## src/sv/kst_pkg.sv

```systemverilog
// ----------------------------------------------------------------------------
// kst_pkg
// Shared types, constants and helper functions of the keyboard scan code
// translator.
// ----------------------------------------------------------------------------
`default_nettype none

package kst_pkg;

  // Translation store geometry.
  localparam int STORE_DEPTH = 1024;
  localparam int STORE_AW    = $clog2(STORE_DEPTH);

  // Code ring geometry.
  localparam int RING_DEPTH = 16;
  localparam int RING_AW    = $clog2(RING_DEPTH);
  localparam int RING_CW    = $clog2(RING_DEPTH + 1);

  // Port field widths.
  localparam int ACT_W   = 2;
  localparam int SC_W    = 8;
  localparam int KEY_W   = 7;
  localparam int TADDR_W = 10;
  localparam int BYTE_W  = 8;
  localparam int CODE_W  = 16;
  localparam int SHIFT_W = 5;
  localparam int TSEL_W  = 3;
  localparam int COUNT_W = 5;

  localparam int IN_DATA_W  = 32;
  localparam int OUT_DATA_W = 48;

  // Transaction kinds carried on the input tuser.
  localparam logic [ACT_W-1:0] ACT_KEY   = 2'd0;
  localparam logic [ACT_W-1:0] ACT_WRITE = 2'd1;
  localparam logic [ACT_W-1:0] ACT_POP   = 2'd2;

  // Key numbers with special handling.
  localparam logic [KEY_W-1:0] KEY_LO_LAST  = 7'h51;
  localparam logic [KEY_W-1:0] KEY_HI_ONLY0 = 7'h35;
  localparam logic [KEY_W-1:0] KEY_HI_ONLY1 = 7'h3E;
  localparam logic [KEY_W-1:0] KEY_FIXED    = 7'h5E;
  localparam logic [KEY_W-1:0] KEY_UP_FIRST = 7'h62;
  localparam logic [KEY_W-1:0] KEY_UP_LAST  = 7'h6F;
  localparam logic [KEY_W-1:0] KEY_SH_FIRST = 7'h70;
  localparam logic [KEY_W-1:0] KEY_SH_LAST  = 7'h74;

  localparam logic [KEY_W-1:0]   UP_OFFSET    = 7'h0C;
  localparam int                 TABLE_STRIDE = 'h60;
  localparam logic [CODE_W-1:0]  FIXED_CODE   = 16'hAE00;
  localparam logic [BYTE_W-1:0]  NO_CODE_BYTE = 8'hFF;

  // Control into the code ring.
  typedef struct packed {
    logic              en;
    logic              push;
    logic              pop;
    logic [CODE_W-1:0] push_data;
  } ring_req_t;

  // Outcome of one ring operation.
  typedef struct packed {
    logic               dropped;
    logic               pop_valid;
    logic [CODE_W-1:0]  pop_data;
    logic [COUNT_W-1:0] count;
  } ring_rsp_t;

  // Table chosen by the shift status: bit 4 wins, then bit 3, then the
  // low three bits with six and seven folded down to four and five.
  function automatic logic [TSEL_W-1:0] pick_table(input logic [SHIFT_W-1:0] sh);
    logic [TSEL_W-1:0] t;
    t = sh[2:0];
    if (sh[4]) begin
      t = 3'd7;
    end else if (sh[3]) begin
      t = 3'd6;
    end else if (sh[2:1] == 2'b11) begin
      t = {2'b10, sh[0]};
    end
    return t;
  endfunction

endpackage

`default_nettype wire

```

## src/sv/kst_ring.sv

```systemverilog
// ----------------------------------------------------------------------------
// kst_ring
// Ring buffer of translated key codes with write slot, read slot and fill
// count; a push into a full ring is reported as dropped.
// ----------------------------------------------------------------------------
`default_nettype none

module kst_ring (
  input  wire logic               clk,
  input  wire logic               rst_n,
  input  wire kst_pkg::ring_req_t req,
  output      kst_pkg::ring_rsp_t rsp
);
  import kst_pkg::*;

  logic [CODE_W-1:0]  ring_r [RING_DEPTH];
  logic [RING_AW-1:0] wr_r, wr_nxt;
  logic [RING_AW-1:0] rd_r, rd_nxt;
  logic [RING_CW-1:0] fill_r, fill_nxt;
  logic               full, do_push, do_pop;

  assign full    = (fill_r == RING_CW'(RING_DEPTH));
  assign do_push = req.push && !full;
  assign do_pop  = req.pop && (fill_r != '0);

  always_comb begin
    wr_nxt   = wr_r;
    rd_nxt   = rd_r;
    fill_nxt = fill_r;
    if (do_push) begin
      wr_nxt   = (wr_r == RING_AW'(RING_DEPTH - 1)) ? '0 : wr_r + 1'b1;
      fill_nxt = fill_r + 1'b1;
    end else if (do_pop) begin
      rd_nxt   = (rd_r == RING_AW'(RING_DEPTH - 1)) ? '0 : rd_r + 1'b1;
      fill_nxt = fill_r - 1'b1;
    end
  end

  always_ff @(posedge clk) begin
    if (!rst_n) begin
      wr_r   <= '0;
      rd_r   <= '0;
      fill_r <= '0;
    end else if (req.en) begin
      wr_r   <= wr_nxt;
      rd_r   <= rd_nxt;
      fill_r <= fill_nxt;
    end
  end

  always_ff @(posedge clk) begin
    if (req.en && do_push) begin
      ring_r[wr_r] <= req.push_data;
    end
  end

  assign rsp.dropped   = req.push && full;
  assign rsp.pop_valid = do_pop;
  assign rsp.pop_data  = do_pop ? ring_r[rd_r] : '0;
  assign rsp.count     = COUNT_W'(fill_nxt);

endmodule

`default_nettype wire

```

## config.mk

```make
export PLATFORM = sky130hd
export DESIGN_NAME = kst_ring
export DESIGN_NICKNAME = d
export VERILOG_FILES = /design/src/sv/kst_pkg.sv /design/src/sv/kst_ring.sv
export SDC_FILE = /design/constraint.sdc
export NUM_CORES = 1
export LEC_CHECK = 0
export BUFFER_PORTS_ARGS = -buffer_cell sky130_fd_sc_hd__buf_2
export CAP_MARGIN = 15
export CORE_ASPECT_RATIO = 0.5
export CORE_UTILIZATION = 40
export DETAILED_ROUTE_END_ITERATION = 12
export PLACE_DENSITY = 0.67
export RECOVER_POWER = 50
export SYNTH_ARGS = -nofsm -noshare
export SYNTH_HDL_FRONTEND = slang
export SYNTH_SLANG_ARGS = --single-unit
export TNS_END_PERCENT = 50
```

## constraint.sdc

```tcl
create_clock -name clk -period 6.2 [get_ports clk]
set_input_delay 0 -clock clk [delete_from_list [all_inputs] [get_ports clk]]
set_output_delay 0 -clock clk [all_outputs]
set_load 0.01 [all_outputs]
```

==> parameters.txt, run 1 <==
Parameter                              Value

Yosys
  Post-synthesis sequential area ratio    0.736
  Cell taking the most area after synthesis    sky130_fd_sc_hd__edfxtp_1
  Post-Syn Nets    573
  Distinct cell type count of the synthesized netlist    45
  Post-Synthesis Cells    545
  Seq cells post-synth    273
  Mean instance size in the synthesized netlist    20.0 sq um
  Top area cells in the synthesized netlist    sky130_fd_sc_hd__edfxtp_1 70%, sky130_fd_sc_hd__mux4_2 13%, sky130_fd_sc_hd__dfxtp_1 3.1%, sky130_fd_sc_hd__mux2i_1 2.2%, sky130_fd_sc_hd__mux2_2 1.8%
  Count of synthesis-stage warnings from yosys    0
  Cell area after synthesis    0.0109 sq mm
  Share of the synthesized area in the top cell type    0.704

CTS
  Total CTS buffers    25
  Clk root buf    sky130_fd_sc_hd__clkbuf_16
  Maximum level of the CTS H-tree    1
  Maximum buffer depth of the clock tree    3
  Clock latency reported for the late side of the worst-skew pair    0.53 ns
  Resized cells post-CTS    0
  Clock-pin slew reported for the worst setup and hold paths after clock tree synthesis    0.07 ns
  Clock tree from TritonCTS    done
  Clock sink count    273

Floorplan
  Die footprint    0.0280 sq mm
  Number of placement rows    42
  Die Ht    119 microns
  Number of top-level design ports    44
  Horizontal extent of the die    236 microns
  Core outline area    0.0266 sq mm
  Initial Utilization    0.410

Min path
  Endpoint of the worst hold path    fill_r[0]
  Hold Path Origin    req[17]
  Hold path cells    3
  Hold WC Path Type    primary input to flop

Cells and area
  Number of diodes    0
  Fillers    2182
  FF+latch area    0.00803 sq mm
  Area added between synthesis and finish    14.1%
  Summed area of non-filler cells in the final layout    0.0125 sq mm
  Total Nets Final    640
  Share of layout cells above drive strength 1    0.264
  Multi-input logic area    0.00272 sq mm

Routing
  First drt pass iteration count    5
  DR WL/cell    23.3 microns
  Number of routed nets with antenna violations    0
  DRT iter0 DRCs    573
  Total number of vias    5348
  Drc violations    0
  Vias per inst    5.46
  Detailed Route WL    22800 microns

Run status
  Violations in the final reports    capacitance limit, slew limit
  Result of the run    complete, but fails checks

STA
  Largest clock skew in the final design    0.0159 ns
  Achievable Freq    273 MHz
  Final Hold Violating Endpoints    0
  Minimum setup slack in the final design    2.54 ns
  Portion of the clock cycle consumed by the worst path in the final layout    0.590
  Final Max Tran Viols    22
  Final worst path period need    3.66 ns
  Number of endpoints failing setup at the final stage    0
  Slew at the pin with the worst max-slew slack    1.56 ns
  Sum of negative setup slack    0 ns
  Max_slew headroom    -0.0408
  Setup repair after global routing missed its margin    false

Global routing
  Antenna violations before repair    0
  Met1 layer usage reported by global route    0.249
  All-layer global routing usage    0.168
  Fraction of met2 tracks used by global routing    0.260
  Wire length of the first global-routing pass    34600 microns
  Met3 track utilization from global routing    0.0313
  Residual overflow from global routing    0
  GR peak layer    met2
  Largest net degree at the start of global routing    49
  Via count of the first global-routing pass    5423

Worst setup path
  Worst Setup End Kind    primary output
  Ordered list of cells on the worst path    inv_1 -> ha_1 -> or4b_1 -> and2_0 -> o21ai_0 -> a21oi_1 -> buf_2
  Largest fanout on the critical path    21
  Endpoint of the lowest-slack register-to-register path    fill_r[1]
  Worst R2R Setup Slack    2.80 ns
  Endpoint required time on the critical path    6.20 ns
  Critical path arrival    3.66 ns
  Worst setup path category    flop to primary output
  Cell type of the slowest stage on the worst timing path    sky130_fd_sc_hd__and2_0
  Critical path's largest stage delay    1.18 ns
  Worst flop-to-flop path startpoint    fill_r[0]
  Setup crit start kind    flop
  Reg2reg path depth    7

Pwr
  Total chip power    3.75 mW
  Ratio of total power to cell area    301 mW/mm^2
  Pleak    3.90 nW
  Max rail drop VDD    0.236 mV

Place
  Post-detailed-placement half-perimeter wirelength    14000 microns
  Cell area reported after detailed placement    0.0115 sq mm
  Post-Place Worst Slack    3.27 ns
  Gpl congestion    0.795
  Count of port buffers added during placement    43

Job
  Count of max-cap constraint violations    1
## critical path: cells and delay by family, from the launching register on
| kind | cells | cell delay (ns) |
|---|---|---|
| compound gates | 2 | 0.77 |
| fa+ha+maj | 1 | 0.26 |
| simple gates | 2 | 1.40 |
| flops | 1 | 0.43 |
| buf+inv | 2 | 0.26 |
## power by group
group | switching [mW] | leakage [nW] | internal (mW)
Clock | 0.642 | 0.380 | 0.826
Combinational | 0.138 | 1.08 | 0.100
Sequential | 0.0151 | 2.45 | 2.03
## metal layers
| layer | share of wire | wire length (microns) |
|---|---|---|
| met1 | 0.45 | 10300 |
| met2 | 0.47 | 10600 |
| met3 | 0.069 | 1570 |
| met4 | 0.016 | 373 |
| met5 | 0 | 0 |
## worst max path at each step
stage,from,endpoint,slack [ns],depth (start not counted)
after CTS,flop,rsp[20],2.82,6
after floorplan,fill_r[0],ring_r[0][0],3.18,8
after global placement,flop,rsp[20],3.37,6
after detailed placement,fill_r[0],ring_r[6][8],3.27,6
final,fill_r[0],rsp[20],2.54,7
after global routing,fill_r[0],rsp[20],2.41,7
## through the flow
| stage | util | cells | hold WS (ns) |
|---|---|---|---|
| finish | 0.468 | 980 | 0.0634 |
| global route | 0.468 | 980 | 0.0865 |
| CTS | 0.469 | 980 | 0.0444 |
| detailed placement | 0.431 | 915 | 0.376 |
| global placement | 0.431 | 915 | 0.366 |
| floorplan | - | 545 | 0.0989 |
## cells by family after synthesis
kind of cell	share of synthesized area
multiplexers	0.172
AND/OR/NAND/NOR	0.0326
AO/OA/AOI/OAI	0.0299
adder cells (fa/ha/maj)	0.00802
buffers and inverters	0.0191
flip-flops	0.736
XOR/XNOR	0.00321
## layout by cell type (no fill, tap or decap), types with 3 or more instances in the layout
master | synthesis | routed
sky130_fd_sc_hd__nor3_2 | 0 | 4
sky130_fd_sc_hd__nand2_1 | 14 | 14
sky130_fd_sc_hd__nand2b_1 | 4 | 4
sky130_fd_sc_hd__nor2_1 | 15 | 3
sky130_fd_sc_hd__inv_1 | 5 | 5
sky130_fd_sc_hd__buf_4 | 4 | 8
sky130_fd_sc_hd__dlygate4sd3_1 | 0 | 22
sky130_fd_sc_hd__clkbuf_16 | 0 | 25
sky130_fd_sc_hd__a21oi_1 | 18 | 18
sky130_fd_sc_hd__and4_1 | 3 | 3
sky130_fd_sc_hd__clkinv_1 | 0 | 7
sky130_fd_sc_hd__mux2i_1 | 24 | 24
sky130_fd_sc_hd__a31oi_1 | 3 | 3
sky130_fd_sc_hd__edfxtp_1 | 256 | 256
sky130_fd_sc_hd__ha_1 | 7 | 7
sky130_fd_sc_hd__clkinv_2 | 0 | 3
sky130_fd_sc_hd__clkbuf_1 | 12 | 24
sky130_fd_sc_hd__nor2_2 | 0 | 12
sky130_fd_sc_hd__nor2b_1 | 7 | 7
sky130_fd_sc_hd__buf_2 | 11 | 23
sky130_fd_sc_hd__xnor2_1 | 3 | 3
sky130_fd_sc_hd__mux2_2 | 17 | 17
sky130_fd_sc_hd__mux4_2 | 64 | 64
sky130_fd_sc_hd__o21ai_0 | 19 | 19
sky130_fd_sc_hd__dfxtp_1 | 17 | 14
sky130_fd_sc_hd__and3_1 | 5 | 5
## flip-flops by register name (all words and copies together) (netlist names), named ones only
| name | flops |
|---|---|
| ring_r | 256 |
| fill_r | 5 |
| rd_r | 4 |
| wr_r | 4 |
## layout make-up
class | count | share of cell area
timing repair buffer | 73 | 0.0378
inverter | 5 | 0.00151
clock buffer | 29 | 0.0514
tap | 352 | 0.0354
sequential | 273 | 0.645
multi-input combinational | 234 | 0.218
clock inverter | 14 | 0.0106
## synth_stat cells, drive strengths merged
master and n:
a31oi 3, a21oi 18, and2 3, or3 1
mux4 64, clkbuf 12, and3 5, a41o 1
o22ai 2, dfxtp 17, or4b 1, nor3 5
nand2b 4, a21bo 1, a32oi 1, o221a 1
nor2 15, and2b 1, a21o 1, nor3b 1
a41oi 1, a31o 1, nand3b 2, edfxtp 256
xnor2 3, nor2b 7, o2111a 1, mux2 17
mux2i 24, o2111ai 2, nand2 14, inv 5
nand4bb 1, ha 7, o21ai 19, nand4 2
o211a 1, xor2 1, and4 3, buf 21
## repair_timing
action | CTS | global route
buffers inserted | 0 | 0
endpoints found under the hold margin | 272 | 0
setup endpoints to repair | 0 | 0
hold buffers | 22 | 0
No activity file was read; power rests on OpenSTA's default activity.
==> run 2: changes to the inputs <==
- PLACE_DENSITY: 0.67 -> 0.69
- clock period: 6.2 -> 3 ns (I/O delays scaled with it)
==> run 2 against run 1 <==
Effect of this change:
- the flow now finishes without violations
- clock-buffer cell count grew 9
- via count is 0.62% higher
- non-clock buffer count grew 17
- critical path depth fell by 1
- sequential share of layout area is 0.65 points lower
- total power rose by 100%
- final cell count grew 1.9%
- setup slack worse by 2.3 ns
- first-iteration DRC count shrank 21%
- critical endpoint is now rsp[6]
==> parameters.txt, run 2 (synthesized netlist as in run 1, its figures left out) <==
Parameter                              Value

CTS
  Total CTS buffers    26 (was 25)
  Clock tree from TritonCTS    done (unchanged)
  # Post-CTS Setup Buffers    0 (unchanged)
  Clk root buf    sky130_fd_sc_hd__clkbuf_16 (unchanged)
  Maximum buffer depth of the clock tree    3 (unchanged)
  Clock sink count    273 (unchanged)
  Clock-pin slew reported for the worst setup and hold paths after clock tree synthesis    0.06 ns (was 0.07 ns)
  Maximum level of the CTS H-tree    1 (unchanged)
  Clock latency reported for the late side of the worst-skew pair    0.52 ns (was 0.53 ns)

Cells and area
  Commonest non-fill, non-tap cell in the layout    sky130_fd_sc_hd__edfxtp_1 (unchanged)
  Largest register by flop count    ring_r (unchanged)
  Share of layout cells above drive strength 1    0.281 (was 0.264)
  Summed area of non-filler cells in the final layout    0.0126 sq mm (was 0.0125 sq mm)
  Total Nets Final    658 (was 640)
  Area added between synthesis and finish    15.3% (was 14.1%)
  Commonest non-fill, non-tap cells in the layout    256 x sky130_fd_sc_hd__edfxtp_1, 64 x sky130_fd_sc_hd__mux4_2, 30 x sky130_fd_sc_hd__clkbuf_1 (was 256 x sky130_fd_sc_hd__edfxtp_1, 64 x sky130_fd_sc_hd__mux4_2, 25 x sky130_fd_sc_hd__clkbuf_16)
  Number of diodes    0 (unchanged)
  Max FFs per register    256 (unchanged)
  Largest registers in the final layout    ring_r: 256 flops, fill_r: 5 flops (unchanged)
  Layout Utilization    0.472 (was 0.468)

Routing
  Highest metal layer used by the detailed router    met4 (unchanged)
  Drc violations    0 (unchanged)
  Routed length on met3    1080 microns (was 1570 microns)
  Number of routed nets with antenna violations    0 (unchanged)
  Vias per inst    5.39 (was 5.46)
  Met2 Wirelength    9820 microns (was 10600 microns)
  Detailed Route WL    21100 microns (was 22800 microns)
  First drt pass iteration count    4 (was 5)
  DR WL/cell    21.1 microns (was 23.3 microns)
  Total number of vias    5381 (was 5348)
  Met1 wire length    9680 microns (was 10300 microns)
  DRT iter0 DRCs    452 (was 573)

Global routing
  Largest net degree at the start of global routing    38 (was 49)
  Via count of the first global-routing pass    5528 (was 5423)
  All-layer global routing usage    0.154 (was 0.168)
  Residual overflow from global routing    0 (unchanged)
  Wire length of the first global-routing pass    32700 microns (was 34600 microns)
  Antenna violations before repair    0 (unchanged)

Worst setup path
  Cell class contributing the biggest share of worst-path delay    multiplexers (was simple AND/OR/NAND/NOR gates)
  Worst Setup End Kind    primary output (unchanged)
  Levels on crit path    6 (was 7)
  Endpoint of the lowest-slack register-to-register path    fill_r[1] (unchanged)
  Endpoint required time on the critical path    3.00 ns (was 6.20 ns)
  Critical path arrival    2.71 ns (was 3.66 ns)
  Critical path's largest stage delay    0.54 ns (was 1.18 ns)
  Largest fanout on the critical path    16 (was 21)
  Reg2reg path depth    7 (unchanged)
  Worst setup path category    flop to primary output (unchanged)
  Setup crit start kind    flop (unchanged)
  Cell type of the slowest stage on the worst timing path    sky130_fd_sc_hd__dfxtp_4 (was sky130_fd_sc_hd__and2_0)
  Worst setup path endpoint    rsp[6] (was rsp[20])
  Buffers and inverters on the worst path    2 (unchanged)
  Worst R2R Setup Slack    0.32 ns (was 2.80 ns)
  Worst flop-to-flop path startpoint    fill_r[0] (unchanged)
  Ordered list of cells on the worst path    buf_4 -> mux4_2 -> mux2_2 -> o21ai_0 -> a21oi_1 -> buf_2 (was inv_1 -> ha_1 -> or4b_1 -> and2_0 -> o21ai_0 -> a21oi_1 -> buf_2)

STA
  Final worst path period need    2.71 ns
  Achievable Freq    369 MHz
  Number of endpoints failing setup at the final stage    0 (unchanged)
  Sum of negative setup slack    0 ns (unchanged)
  Setup repair after global routing missed its margin    false (unchanged)
  Largest clock skew in the final design    0.0118 ns (was 0.0159 ns)
  Max_slew headroom    0.305 (was -0.0408)
  Final Max Tran Viols    0 (was 22)
  Final Hold Violating Endpoints    0 (unchanged)
  Hold Worst Slack    0.0791 ns (was 0.0634 ns)
  Slew at the pin with the worst max-slew slack    1.04 ns (was 1.56 ns)
  Minimum setup slack in the final design    0.291 ns (was 2.54 ns)
  Portion of the clock cycle consumed by the worst path in the final layout    0.903

Place
  Post-Place Worst Slack    0.504 ns (was 3.27 ns)
  Gpl congestion    0.760 (was 0.795)
  Cell area reported after detailed placement    0.0117 sq mm (was 0.0115 sq mm)
  Post-detailed-placement half-perimeter wirelength    13000 microns (was 14000 microns)
  Count of port buffers added during placement    43 (unchanged)

Floorplan
  Initial Utilization    0.410 (unchanged)
  Core outline area    0.0266 sq mm (unchanged)
  Die footprint    0.0280 sq mm (unchanged)
  Number of placement rows    42 (unchanged)
  Horizontal extent of the die    236 microns (unchanged)
  Die Ht    119 microns (unchanged)
  Number of top-level design ports    44 (unchanged)

Pwr
  Pleak    3.98 nW (was 3.90 nW)
  Max rail drop VDD    0.344 mV (was 0.236 mV)
  Ratio of total power to cell area    604 mW/mm^2 (was 301 mW/mm^2)

Job
  Count of max-cap constraint violations    0 (was 1)

Min path
  Hold WC Path Type    primary input to flop (unchanged)

Run status
  Result of the run    finished, final reports clean (was complete, but fails checks)
-- run 2: cell count changes in the layout (fill, tap and decap cells not counted), moves of 2 or more --
cell	change
sky130_fd_sc_hd__clkinv_1	-3
sky130_fd_sc_hd__buf_2	+2
sky130_fd_sc_hd__buf_4	+14
sky130_fd_sc_hd__buf_12	+2
sky130_fd_sc_hd__bufinv_16	-2
sky130_fd_sc_hd__clkinv_2	-2
sky130_fd_sc_hd__clkbuf_1	+6
-- run 2: repair_timing --
action	CTS	global route
hold buffers	22	0
endpoints found under the hold margin	273	0
gates resized for setup	0	0
-- run 2: cell type report --
cell class,count,area [sq um]
Clock buffer,38,696
Clock inverter,7,43.8
Fill cell,2165,14100
Inverter,5,18.8
Multi-Input combinational cell,234,2730
Sequential cell,273,8030
Tap cell,352,440
Timing Repair Buffer,90,623
-- run 2: stage by stage --
stage                     instances  total power, mW
after floorplan                 545             4.60
after global placement          932             4.77
after detailed placement        932             4.78
after CTS                       999             7.66
after global routing            999             7.84
final                           999             7.60
-- run 2: power breakdown --
part,total [mW],switching [mW],internal (mW),leakage [nW]
Combinational,0.493,0.277,0.216,1.18
Clock,2.89,1.29,1.60,0.352
Sequential,4.22,0.0265,4.19,2.45
-- run 2: metal layers --
metal | vias up | global-route usage
li1 | 2404 | -
met1 | 2788 | 0.221
met2 | 155 | 0.245
met3 | 34 | 0.0257
met4 | 0 | 0.0449
met5 | - | 0
-- run 2: worst min-delay path, cell delays in order --
cell and delay, ns:
sky130_fd_sc_hd__buf_2 0.21, sky130_fd_sc_hd__o221a_2 0.26, sky130_fd_sc_hd__mux2i_1 0.07
-- run 2: worst min-delay path by stage --
| stage | startpoint | end | cells after the start | slack [ns] |
|---|---|---|---|---|
| final | req[17] | fill_r[0] | 3 | 0.08 |
| after floorplan | req[0] | ring_r[0][0] | 0 | 0.1 |
| after CTS | req[17] | fill_r[0] | 3 | 0.05 |
| after detailed placement | req[18] | fill_r[1] | 3 | 0.37 |
| after global routing | req[17] | fill_r[0] | 3 | 0.1 |
| after global placement | req[18] | fill_r[1] | 3 | 0.36 |
